## src/rtl/pfx_pkg.sv

```systemverilog
// Shared constants, codes, types and helpers of the postfix expression evaluator.
`timescale 1ns / 1ps

package pfx_pkg;

    localparam int STACK_DEPTH = 64;
    localparam int DATA_W      = 32;
    localparam int ADDR_W      = $clog2(STACK_DEPTH);
    localparam int PTR_W       = $clog2(STACK_DEPTH + 1);
    localparam int CNT_W       = $clog2(DATA_W);

    localparam logic [1:0] CMD_PUSH = 2'd0;
    localparam logic [1:0] CMD_OPER = 2'd1;
    localparam logic [1:0] CMD_END  = 2'd2;

    localparam logic [1:0] OP_ADD = 2'd0;
    localparam logic [1:0] OP_SUB = 2'd1;
    localparam logic [1:0] OP_MUL = 2'd2;
    localparam logic [1:0] OP_DIV = 2'd3;

    localparam logic [1:0] ERR_NONE      = 2'd0;
    localparam logic [1:0] ERR_OVERFLOW  = 2'd1;
    localparam logic [1:0] ERR_UNDERFLOW = 2'd2;
    localparam logic [1:0] ERR_DIVZERO   = 2'd3;

    typedef struct packed {
        logic       start;
        logic [1:0] op;
    } alu_req_t;

    typedef struct packed {
        logic done;
        logic div_zero;
    } alu_rsp_t;

    function automatic logic [1:0] note_err(input logic [1:0] cur, input logic [1:0] code);
        return (cur == ERR_NONE) ? code : cur;
    endfunction

endpackage

```

## src/rtl/pfx_alu.sv

```systemverilog
// Iterative arithmetic unit: add, subtract, shift-add multiply, restoring divide.
`timescale 1ns / 1ps

module pfx_alu
    import pfx_pkg::*;
(
    input  logic                     clk,
    input  logic                     rst_n,
    input  alu_req_t                 req,
    input  logic signed [DATA_W-1:0] a,
    input  logic signed [DATA_W-1:0] b,
    output alu_rsp_t                 rsp,
    output logic signed [DATA_W-1:0] result
);

    typedef enum logic [7:0] {
        A_IDLE   = 8'b0000_0001,
        A_ADDSUB = 8'b0000_0010,
        A_MUL    = 8'b0000_0100,
        A_NEGL   = 8'b0000_1000,
        A_NEGR   = 8'b0001_0000,
        A_DIV    = 8'b0010_0000,
        A_FIX    = 8'b0100_0000,
        A_DONE   = 8'b1000_0000
    } alu_state_t;

    localparam logic [CNT_W-1:0] CNT_LAST = CNT_W'(DATA_W - 1);

    alu_state_t        state_reg, state_next;
    logic [1:0]        op_reg, op_next;
    logic [DATA_W-1:0] acc_reg, acc_next;
    logic [DATA_W-1:0] m_reg, m_next;
    logic [DATA_W-1:0] q_reg, q_next;
    logic [CNT_W-1:0]  cnt_reg, cnt_next;
    logic              neg_reg, neg_next;
    logic              dz_reg, dz_next;

    logic [DATA_W:0]   add_x, add_y;
    logic              add_cin;
    logic [DATA_W+1:0] add_sum;

    assign add_sum = {1'b0, add_x} + {1'b0, add_y} + {{(DATA_W + 1){1'b0}}, add_cin};

    always_comb
    begin
        state_next = state_reg;
        op_next    = op_reg;
        acc_next   = acc_reg;
        m_next     = m_reg;
        q_next     = q_reg;
        cnt_next   = cnt_reg;
        neg_next   = neg_reg;
        dz_next    = dz_reg;
        add_x      = '0;
        add_y      = '0;
        add_cin    = 1'b0;
        unique case (state_reg)
            A_IDLE:
            begin
                if (req.start)
                begin
                    op_next  = req.op;
                    q_next   = a;
                    m_next   = b;
                    acc_next = '0;
                    cnt_next = '0;
                    neg_next = a[DATA_W-1] ^ b[DATA_W-1];
                    dz_next  = 1'b0;
                    unique case (req.op)
                        OP_ADD, OP_SUB: state_next = A_ADDSUB;
                        OP_MUL:         state_next = A_MUL;
                        default:
                        begin
                            if (b == '0)
                            begin
                                dz_next    = 1'b1;
                                state_next = A_DONE;
                            end
                            else
                            begin
                                state_next = A_NEGL;
                            end
                        end
                    endcase
                end
            end
            A_ADDSUB:
            begin
                add_x      = {1'b0, q_reg};
                add_y      = (op_reg == OP_SUB) ? {1'b0, ~m_reg} : {1'b0, m_reg};
                add_cin    = (op_reg == OP_SUB);
                acc_next   = add_sum[DATA_W-1:0];
                state_next = A_DONE;
            end
            A_MUL:
            begin
                add_x = {1'b0, acc_reg};
                add_y = {1'b0, m_reg};
                if (q_reg[0])
                begin
                    acc_next = add_sum[DATA_W-1:0];
                end
                m_next   = {m_reg[DATA_W-2:0], 1'b0};
                q_next   = {1'b0, q_reg[DATA_W-1:1]};
                cnt_next = cnt_reg + CNT_W'(1);
                if (cnt_reg == CNT_LAST)
                begin
                    state_next = A_DONE;
                end
            end
            A_NEGL:
            begin
                add_y   = {1'b0, ~q_reg};
                add_cin = 1'b1;
                if (q_reg[DATA_W-1])
                begin
                    q_next = add_sum[DATA_W-1:0];
                end
                state_next = A_NEGR;
            end
            A_NEGR:
            begin
                add_y   = {1'b0, ~m_reg};
                add_cin = 1'b1;
                if (m_reg[DATA_W-1])
                begin
                    m_next = add_sum[DATA_W-1:0];
                end
                state_next = A_DIV;
            end
            A_DIV:
            begin
                add_x   = {acc_reg, q_reg[DATA_W-1]};
                add_y   = ~{1'b0, m_reg};
                add_cin = 1'b1;
                if (add_sum[DATA_W+1])
                begin
                    acc_next = add_sum[DATA_W-1:0];
                end
                else
                begin
                    acc_next = {acc_reg[DATA_W-2:0], q_reg[DATA_W-1]};
                end
                q_next   = {q_reg[DATA_W-2:0], add_sum[DATA_W+1]};
                cnt_next = cnt_reg + CNT_W'(1);
                if (cnt_reg == CNT_LAST)
                begin
                    state_next = A_FIX;
                end
            end
            A_FIX:
            begin
                add_y      = neg_reg ? {1'b0, ~q_reg} : {1'b0, q_reg};
                add_cin    = neg_reg;
                acc_next   = add_sum[DATA_W-1:0];
                state_next = A_DONE;
            end
            A_DONE:
            begin
                state_next = A_IDLE;
            end
            default:
            begin
                state_next = A_IDLE;
            end
        endcase
    end

    always_ff @(posedge clk or negedge rst_n)
    begin
        if (!rst_n)
        begin
            state_reg <= A_IDLE;
            cnt_reg   <= '0;
        end
        else
        begin
            state_reg <= state_next;
            cnt_reg   <= cnt_next;
        end
    end

    always_ff @(posedge clk)
    begin
        op_reg  <= op_next;
        acc_reg <= acc_next;
        m_reg   <= m_next;
        q_reg   <= q_next;
        neg_reg <= neg_next;
        dz_reg  <= dz_next;
    end

    assign rsp.done     = (state_reg == A_DONE);
    assign rsp.div_zero = dz_reg;
    assign result       = acc_reg;

endmodule

```

## src/rtl/postfix_expression_evaluator.sv

```systemverilog
// Top level of the postfix expression evaluator: token sequencer, operand stack, result register.
`timescale 1ns / 1ps

// Tokens arrive one at a time on the input channel and the block is busy until each is
// finished. A push completes in the idle state. An operator pops two operands from the
// on-chip stack (two registered reads), runs on the shared iterative unit and writes the
// result back: add and subtract go straight through the adder, multiply takes one shift-add
// step per bit, divide does magnitude conversion, one restoring step per bit and a sign fix,
// or goes straight to done with a zero divisor. An end token loads the answer and status into
// the output register; the next token is accepted while that result waits. The stack needs no clearing after reset.
module postfix_expression_evaluator
    import pfx_pkg::*;
(
    input  logic                     clk,
    input  logic                     rst_n,
    input  logic                     in_valid,
    output logic                     in_ready,
    input  logic [1:0]               command,
    input  logic signed [DATA_W-1:0] value,
    input  logic [1:0]               op,
    output logic                     out_valid,
    input  logic                     out_ready,
    output logic signed [DATA_W-1:0] answer,
    output logic [1:0]               status
);

    typedef enum logic [4:0] {
        S_IDLE = 5'b00001,
        S_RD_L = 5'b00010,
        S_LOAD = 5'b00100,
        S_EXEC = 5'b01000,
        S_END  = 5'b10000
    } state_t;

    state_t            state_reg, state_next;
    logic [PTR_W-1:0]  count_reg, count_next;
    logic [1:0]        err_reg, err_next;
    logic [1:0]        op_reg, op_next;
    logic [DATA_W-1:0] right_reg, right_next;
    logic              out_valid_reg, out_valid_next;
    logic [DATA_W-1:0] answer_reg, answer_next;
    logic [1:0]        status_reg, status_next;

    logic [DATA_W-1:0] stack_mem [STACK_DEPTH];
    logic [DATA_W-1:0] mem_rdata_reg;
    logic [ADDR_W-1:0] mem_raddr;
    logic [ADDR_W-1:0] mem_waddr;
    logic [DATA_W-1:0] mem_wdata;
    logic              mem_we;

    alu_req_t                 alu_req;
    alu_rsp_t                 alu_rsp;
    logic signed [DATA_W-1:0] alu_result;

    pfx_alu u_alu (
        .clk    (clk),
        .rst_n  (rst_n),
        .req    (alu_req),
        .a      (mem_rdata_reg),
        .b      (right_reg),
        .rsp    (alu_rsp),
        .result (alu_result)
    );

    always_comb
    begin
        state_next     = state_reg;
        count_next     = count_reg;
        err_next       = err_reg;
        op_next        = op_reg;
        right_next     = right_reg;
        out_valid_next = out_valid_reg && !out_ready;
        answer_next    = answer_reg;
        status_next    = status_reg;
        mem_we         = 1'b0;
        mem_waddr      = count_reg[ADDR_W-1:0];
        mem_wdata      = value;
        mem_raddr      = ADDR_W'(count_reg - PTR_W'(1));
        alu_req        = '0;
        alu_req.op     = op_reg;
        unique case (state_reg)
            S_IDLE:
            begin
                if (in_valid)
                begin
                    unique case (command)
                        CMD_PUSH:
                        begin
                            if (count_reg == PTR_W'(STACK_DEPTH))
                            begin
                                err_next = note_err(err_reg, ERR_OVERFLOW);
                            end
                            else
                            begin
                                mem_we     = 1'b1;
                                count_next = count_reg + PTR_W'(1);
                            end
                        end
                        CMD_OPER:
                        begin
                            if (count_reg < PTR_W'(2))
                            begin
                                err_next = note_err(err_reg, ERR_UNDERFLOW);
                            end
                            else
                            begin
                                op_next    = op;
                                state_next = S_RD_L;
                            end
                        end
                        CMD_END:
                        begin
                            state_next = S_END;
                        end
                        default:
                        begin
                        end
                    endcase
                end
            end
            S_RD_L:
            begin
                mem_raddr  = ADDR_W'(count_reg - PTR_W'(2));
                right_next = mem_rdata_reg;
                state_next = S_LOAD;
            end
            S_LOAD:
            begin
                alu_req.start = 1'b1;
                state_next    = S_EXEC;
            end
            S_EXEC:
            begin
                if (alu_rsp.done)
                begin
                    mem_we     = 1'b1;
                    mem_waddr  = ADDR_W'(count_reg - PTR_W'(2));
                    mem_wdata  = alu_result;
                    count_next = count_reg - PTR_W'(1);
                    if (alu_rsp.div_zero)
                    begin
                        err_next = note_err(err_reg, ERR_DIVZERO);
                    end
                    state_next = S_IDLE;
                end
            end
            S_END:
            begin
                if (!out_valid_reg || out_ready)
                begin
                    out_valid_next = 1'b1;
                    if (count_reg == '0)
                    begin
                        answer_next = '0;
                        status_next = note_err(err_reg, ERR_UNDERFLOW);
                    end
                    else
                    begin
                        answer_next = mem_rdata_reg;
                        status_next = err_reg;
                    end
                    count_next = '0;
                    err_next   = ERR_NONE;
                    state_next = S_IDLE;
                end
            end
            default:
            begin
                state_next = S_IDLE;
            end
        endcase
    end

    always_ff @(posedge clk)
    begin
        if (mem_we)
        begin
            stack_mem[mem_waddr] <= mem_wdata;
        end
        mem_rdata_reg <= stack_mem[mem_raddr];
    end

    always_ff @(posedge clk or negedge rst_n)
    begin
        if (!rst_n)
        begin
            state_reg     <= S_IDLE;
            count_reg     <= '0;
            err_reg       <= ERR_NONE;
            out_valid_reg <= 1'b0;
        end
        else
        begin
            state_reg     <= state_next;
            count_reg     <= count_next;
            err_reg       <= err_next;
            out_valid_reg <= out_valid_next;
        end
    end

    always_ff @(posedge clk)
    begin
        op_reg     <= op_next;
        right_reg  <= right_next;
        answer_reg <= answer_next;
        status_reg <= status_next;
    end

    assign in_ready  = (state_reg == S_IDLE);
    assign out_valid = out_valid_reg;
    assign answer    = answer_reg;
    assign status    = status_reg;

endmodule

```

## config.mk

```make
export PLATFORM = sky130hd
export DESIGN_NAME = postfix_expression_evaluator
export DESIGN_NICKNAME = d
export VERILOG_FILES = /design/src/rtl/pfx_pkg.sv /design/src/rtl/pfx_alu.sv /design/src/rtl/postfix_expression_evaluator.sv
export SDC_FILE = /design/constraint.sdc
export NUM_CORES = 2
export LEC_CHECK = 0
export CAP_MARGIN = 25
export CORE_MARGIN = 5
export CORE_UTILIZATION = 43
export CTS_CLUSTER_DIAMETER = 30
export CTS_CLUSTER_SIZE = 20
export DETAILED_ROUTE_END_ITERATION = 7
export DONT_BUFFER_PORTS = 1
export GPL_TIMING_DRIVEN = 0
export PLACE_DENSITY = 0.61
export RECOVER_POWER = 100
export SKIP_LAST_GASP = 1
export SYNTH_ARGS = -nofsm -noshare
export SYNTH_HDL_FRONTEND = slang
export SYNTH_SLANG_ARGS = --single-unit
```

## constraint.sdc

```tcl
create_clock -name clk -period 6.45 [get_ports clk]
set_input_delay 0.9675 -clock clk [delete_from_list [all_inputs] [get_ports clk]]
set_output_delay 0.9675 -clock clk [all_outputs]
set_load 0.1 [all_outputs]
```

==> qor.log <==
qor: run_status.result_of_the_run complete, but fails checks
qor: run_status.failing_checks design-rule violations, max-capacitance violations, max-slew violations, negative setup slack
qor: timing.worst_hold_slack 0.1193 ns
qor: die.top_level_ports 76
qor: global_route.global_route.overflow_total 0
qor: critical_path.endpoint mem_rdata_reg[2]$_DFF_P_
qor: cts.clkLatencyLatePin 0.99 ns
qor: cts.clock_net_sink_count 2276
qor: detailed_routing.initialDrtViolationCount 8351
qor: critical_path.cp_slowest_stage_delay 0.88 ns
qor: critical_path.startpoint count_reg[0]$_DFFE_PN0P_
qor: timing.final_period_minus_worst_setup_slack 6.460 ns
qor: global_route.largest_net_degree_at_the_start_of_global_routing 65
qor: final_layout.post_route_cell_area 0.1109 mm²
qor: timing.post-route-period-util 1.002
qor: synth.synth_simple_gate_area_share 0.04921
qor: cts.clock_tree.root_cell clkbuf_16
qor: final_layout.max_flop_register stack_mem
qor: synth.synth_enable_flop_cells 2216
qor: cts.tritoncts built
qor: timing.finalWorstSetupSlack -0.009758 ns
qor: cts.cts-buffers-inserted 451
qor: synth.syn_inst 5146
qor: synth.synth_sequential_area_ratio 0.7456
qor: detailed_routing.drt_pre_antenna_iters 8
qor: timing.rsz_0062_raised_after_global_routing no
qor: synth.syn_nets 5228
qor: die.die-width 470.2 µm
qor: detailed_routing.detailroute.via_count 55781
qor: final_layout.post_route_cells_drive_above_1_share 0.2135
qor: final_layout.fill_cell_instance_count_of_the_final_layout 16753
qor: die.fp.dieH 470.2 µm
qor: final_layout.multi_input_comb_area 0.02160 mm²
qor: final_layout.layout-area-overhead-vs-synth 21.83%
qor: critical_path.arrival 7.12 ns
qor: critical_path.crit_path_top_delay_cell clkbuf_1
qor: critical_path.regToRegEndpoint mem_rdata_reg[2]$_DFF_P_
qor: cts.clock_path_buffers 4
qor: synth.netlist_area 0.09106 mm²
qor: timing.clock_skew 0.06564 ns
qor: critical_path.start_kind flip-flop
qor: synth.ys_ff_latch 2276
qor: detailed_routing.antenna_violating_nets_post_route 0
qor: power.cellLeakagePower 36.74 nW
qor: timing.timing.final.max_slew_violations 3002
qor: detailed_routing.remaining_drc_errors 10
qor: die.core_area 0.2115 mm²
qor: die.floorplan.rows 169
qor: global_route.antenna_violations_before_repair 35
qor: critical_path.r2r_cells 13
qor: global_route.first_global_vias 55025
qor: flow_run.max_cap_violations 111
qor: power.worst_ir_drop_vdd 281.1 µV
qor: synth.synthAdderAreaFrac 0.005936
qor: die.floorplan.die_area 0.2211 mm²
qor: timing.tns -0.009758 ns
qor: timing.max-slew-margin-rel -1.250
qor: critical_path.worst-path-max-fanout 10
qor: cts.clk_pin_slew_worst_paths 0.05 ns
qor: power.power_density 523.0 mW/mm²
qor: cts.htreeDepth 5
qor: die.start_util 0.4306
qor: critical_path.r2r_slack -0.01 ns
qor: synth.synth_top_family_by_area multiplexers
qor: critical_path.worst_path_required 7.11 ns
qor: final_layout.area.sequential 0.06789 mm²
qor: global_route.grt_usage 0.2656
qor: final_layout.final_nets 5798
qor: timing.worst-slew-pin-transition 3.374 ns
qor: synth.ys_dominant_reg_cell edfxtp_1
qor: critical_path.path_common_cell buf_2
qor: critical_path.setup.worst_path.end_class flip-flop
qor: critical_path.critPathKind flip-flop to flip-flop
qor: detailed_routing.detail_route.wl_per_cell 33.69 µm
qor: placed_design.detailed_place_hpwl 202700 µm
qor: synth.synth_compound_area_frac 0.07166
qor: synth.async_reset_ff_frac 0.01230
qor: hold_path.hold_class input port to flip-flop
qor: placed_design.portBuffers 0
qor: final_layout.largest_register_ffs 2048
qor: synth.synth.area.mux_share 0.1052
qor: synth.netlist-cell-type-count 87
qor: critical_path.path_cells buf_2 -> inv_1 -> ha_1 -> clkbuf_1 -> a21oi_1 -> buf_2 -> buf_2 -> clkbuf_1 -> mux4_2 -> a22oi_1 -> o22ai_1 -> nor3_1 -> nand4_1
qor: detailed_routing.drt_wl_total 300200 µm
qor: timing.final-setup-viol-count 1
qor: global_route.grt_first_pass_wirelength 418600 µm
qor: placed_design.dpl_cell_area 0.09750 mm²
qor: synth.yosysWarningCount 0
qor: detailed_routing.route.detailed.vias_per_inst 6.260
qor: critical_path.critical_path.reg2reg.startpoint count_reg[0]$_DFFE_PN0P_
qor: synth.yosys.area_share.xor_xnor 0.004246
qor: placed_design.routabilityCongestion 0.9679
qor: timing.hold_viol 0
qor: timing.clock.fmax 154.8 MHz
qor: synth.avgSynthCellArea 17.69 µm²
[worst min path at each step]
| stage | startpoint | cells past startpoint | endpoint |
|---|---|---|---|
| after floorplan | mem_rdata_reg[0]$_DFF_P_ | 0 | right_reg[0]$_DFFE_PN_ |
| after global placement | mem_rdata_reg[1]$_DFF_P_ | 0 | right_reg[1]$_DFFE_PN_ |
| after detailed placement | op_reg[0]$_DFFE_PP_ | 0 | u_alu.op_reg[0]$_DFFE_PP_ |
| after CTS | op[1] | 0 | op_reg[1]$_DFFE_PP_ |
| after global routing | op[1] | 0 | op_reg[1]$_DFFE_PP_ |
| final | op[1] | 0 | op_reg[1]$_DFFE_PP_ |
[area by class of cell]
type / instances / share of cell area
diodes: 10 / 0.0002256
plain buffers: 313 / 0.01289
clock buffers: 506 / 0.1051
clock inverters: 311 / 0.03043
inverters: 63 / 0.002154
multi-input cells: 2493 / 0.1947
flip-flops and latches: 2276 / 0.6120
well taps: 2821 / 0.03182
repair buffers: 118 / 0.01067
[metal layers]
layer | routed length [µm] | GRT usage | vias to the layer above
li1 | - | - | 22404
met1 | 113300 | 0.3548 | 28844
met2 | 137200 | 0.4087 | 3696
met3 | 33490 | 0.07035 | 823
met4 | 16190 | 0.1245 | 14
met5 | 100 | 0 | -
[per-stage QoR]
step / std cells / setup slack, ns / total power, mW / utilization
6_report: 8911 / -0.009758 / 58.01 / 0.5246
3_3_place_gp: 7967 / -3.491 / 34.52 / 0.4473
2_1_floorplan: 5146 / 0.4099 / 26.88 / -
3_5_place_dp: 8078 / -0.5193 / 34.91 / 0.4611
4_1_cts: 8896 / 0.008257 / 57.82 / 0.5325
5_1_grt: 8902 / 0.001734 / 59.50 / 0.5245
[repair_timing]
item,CTS,global route
buffers inserted,0,0
endpoints found under the setup margin,48,51
hold endpoints to repair,28,0
hold buffers,2,0
gates resized for setup,13,13
pin swaps,0,0
[cells in the mapped netlist (14+ instances only)]
library cell  instances  area, µm²
a22oi_1             112      840.8
nand3_1              87      435.4
nor2_1              184      690.7
nand4_1              23      143.9
a32o_1               32      320.3
a221o_1              35      350.3
or3_1                14      87.58
nor2b_1              14      87.58
mux2i_1             127       1271
dfrtp_1              26      650.6
a22o_1               19      166.4
a311oi_1             29      254.0
dfxtp_1              32      640.6
o21ai_0              94      470.5
mux2_2               14      157.7
inv_1                61      229.0
a222oi_1             74      740.7
xor2_1               17      148.9
a21oi_1             117      585.6
a32oi_1              23      201.4
xnor2_1              24      210.2
a21o_1               18      135.1
buf_2                84      420.4
o211ai_1             18      135.1
o2111ai_1            29      254.0
clkbuf_1            169      634.4
and2_1               48      300.3
a211oi_1             21      157.7
nand2_1             520       1952
edfxtp_1           2216      66540
buf_1                30      112.6
o22ai_1             157      982.2
buf_4                27      202.7
ha_1                 40      500.5
nor3_1               45      225.2
mux4_2              362       8153
[power by group]
part | total [mW] | switching [mW] | leakage, nW | internal [mW]
clock network | 22.9 | 7.59 | 7.21 | 15.4
registers | 17.3 | 0.514 | 20.5 | 16.8
logic | 17.8 | 12.1 | 8.99 | 5.71
total | 58.0 | 20.2 | 36.7 | 37.8
[placed cells by master, fill, tap and decap left out, types with 20 or more instances in the layout]
cell type / n
nor2_1: 182
clkbuf_2: 26
and2_0: 25
clkinv_1: 74
buf_1: 25
a32oi_1: 22
a21oi_1: 114
nand4_1: 23
a211oi_1: 20
dfrtp_1: 26
o21ai_0: 94
a311oi_1: 29
buf_2: 84
xnor2_1: 24
ha_1: 40
nand3_1: 87
nand2_1: 518
buf_12: 22
buf_4: 28
clkinv_4: 26
a221o_1: 35
inv_1: 61
clkinvlp_4: 57
a222oi_1: 74
clkbuf_1: 257
edfxtp_1: 2216
a32o_1: 32
nor3_1: 45
a22oi_1: 112
clkbuf_16: 456
o22ai_1: 157
o2111ai_1: 29
bufinv_16: 62
mux4_2: 362
clkinv_2: 71
mux2i_1: 125
and2_1: 23
dfxtp_1: 32
[logic make-up (layout without fill, tap and decap cells)]
logic type,after synthesis,after routing
AO/OA/AOI/OAI,894,894
XOR/XNOR,42,42
adder cells (fa/ha/maj),42,42
buffers and inverters,377,1311
flip-flops,2276,2276
multiplexers,503,503
other,0,10
AND/OR/NAND/NOR,1012,1012
[worst max-delay path, delay by kind of cell (launching register included)]
family	cells	cell delay (ns)
AO/OA/AOI/OAI	3	0.97
adder cells (fa/ha/maj)	1	0.36
buffers and inverters	6	2.71
flip-flops	1	0.34
multiplexers	1	0.45
AND/OR/NAND/NOR	2	1.29
Note: power is estimated with default switching activity, not from simulation.
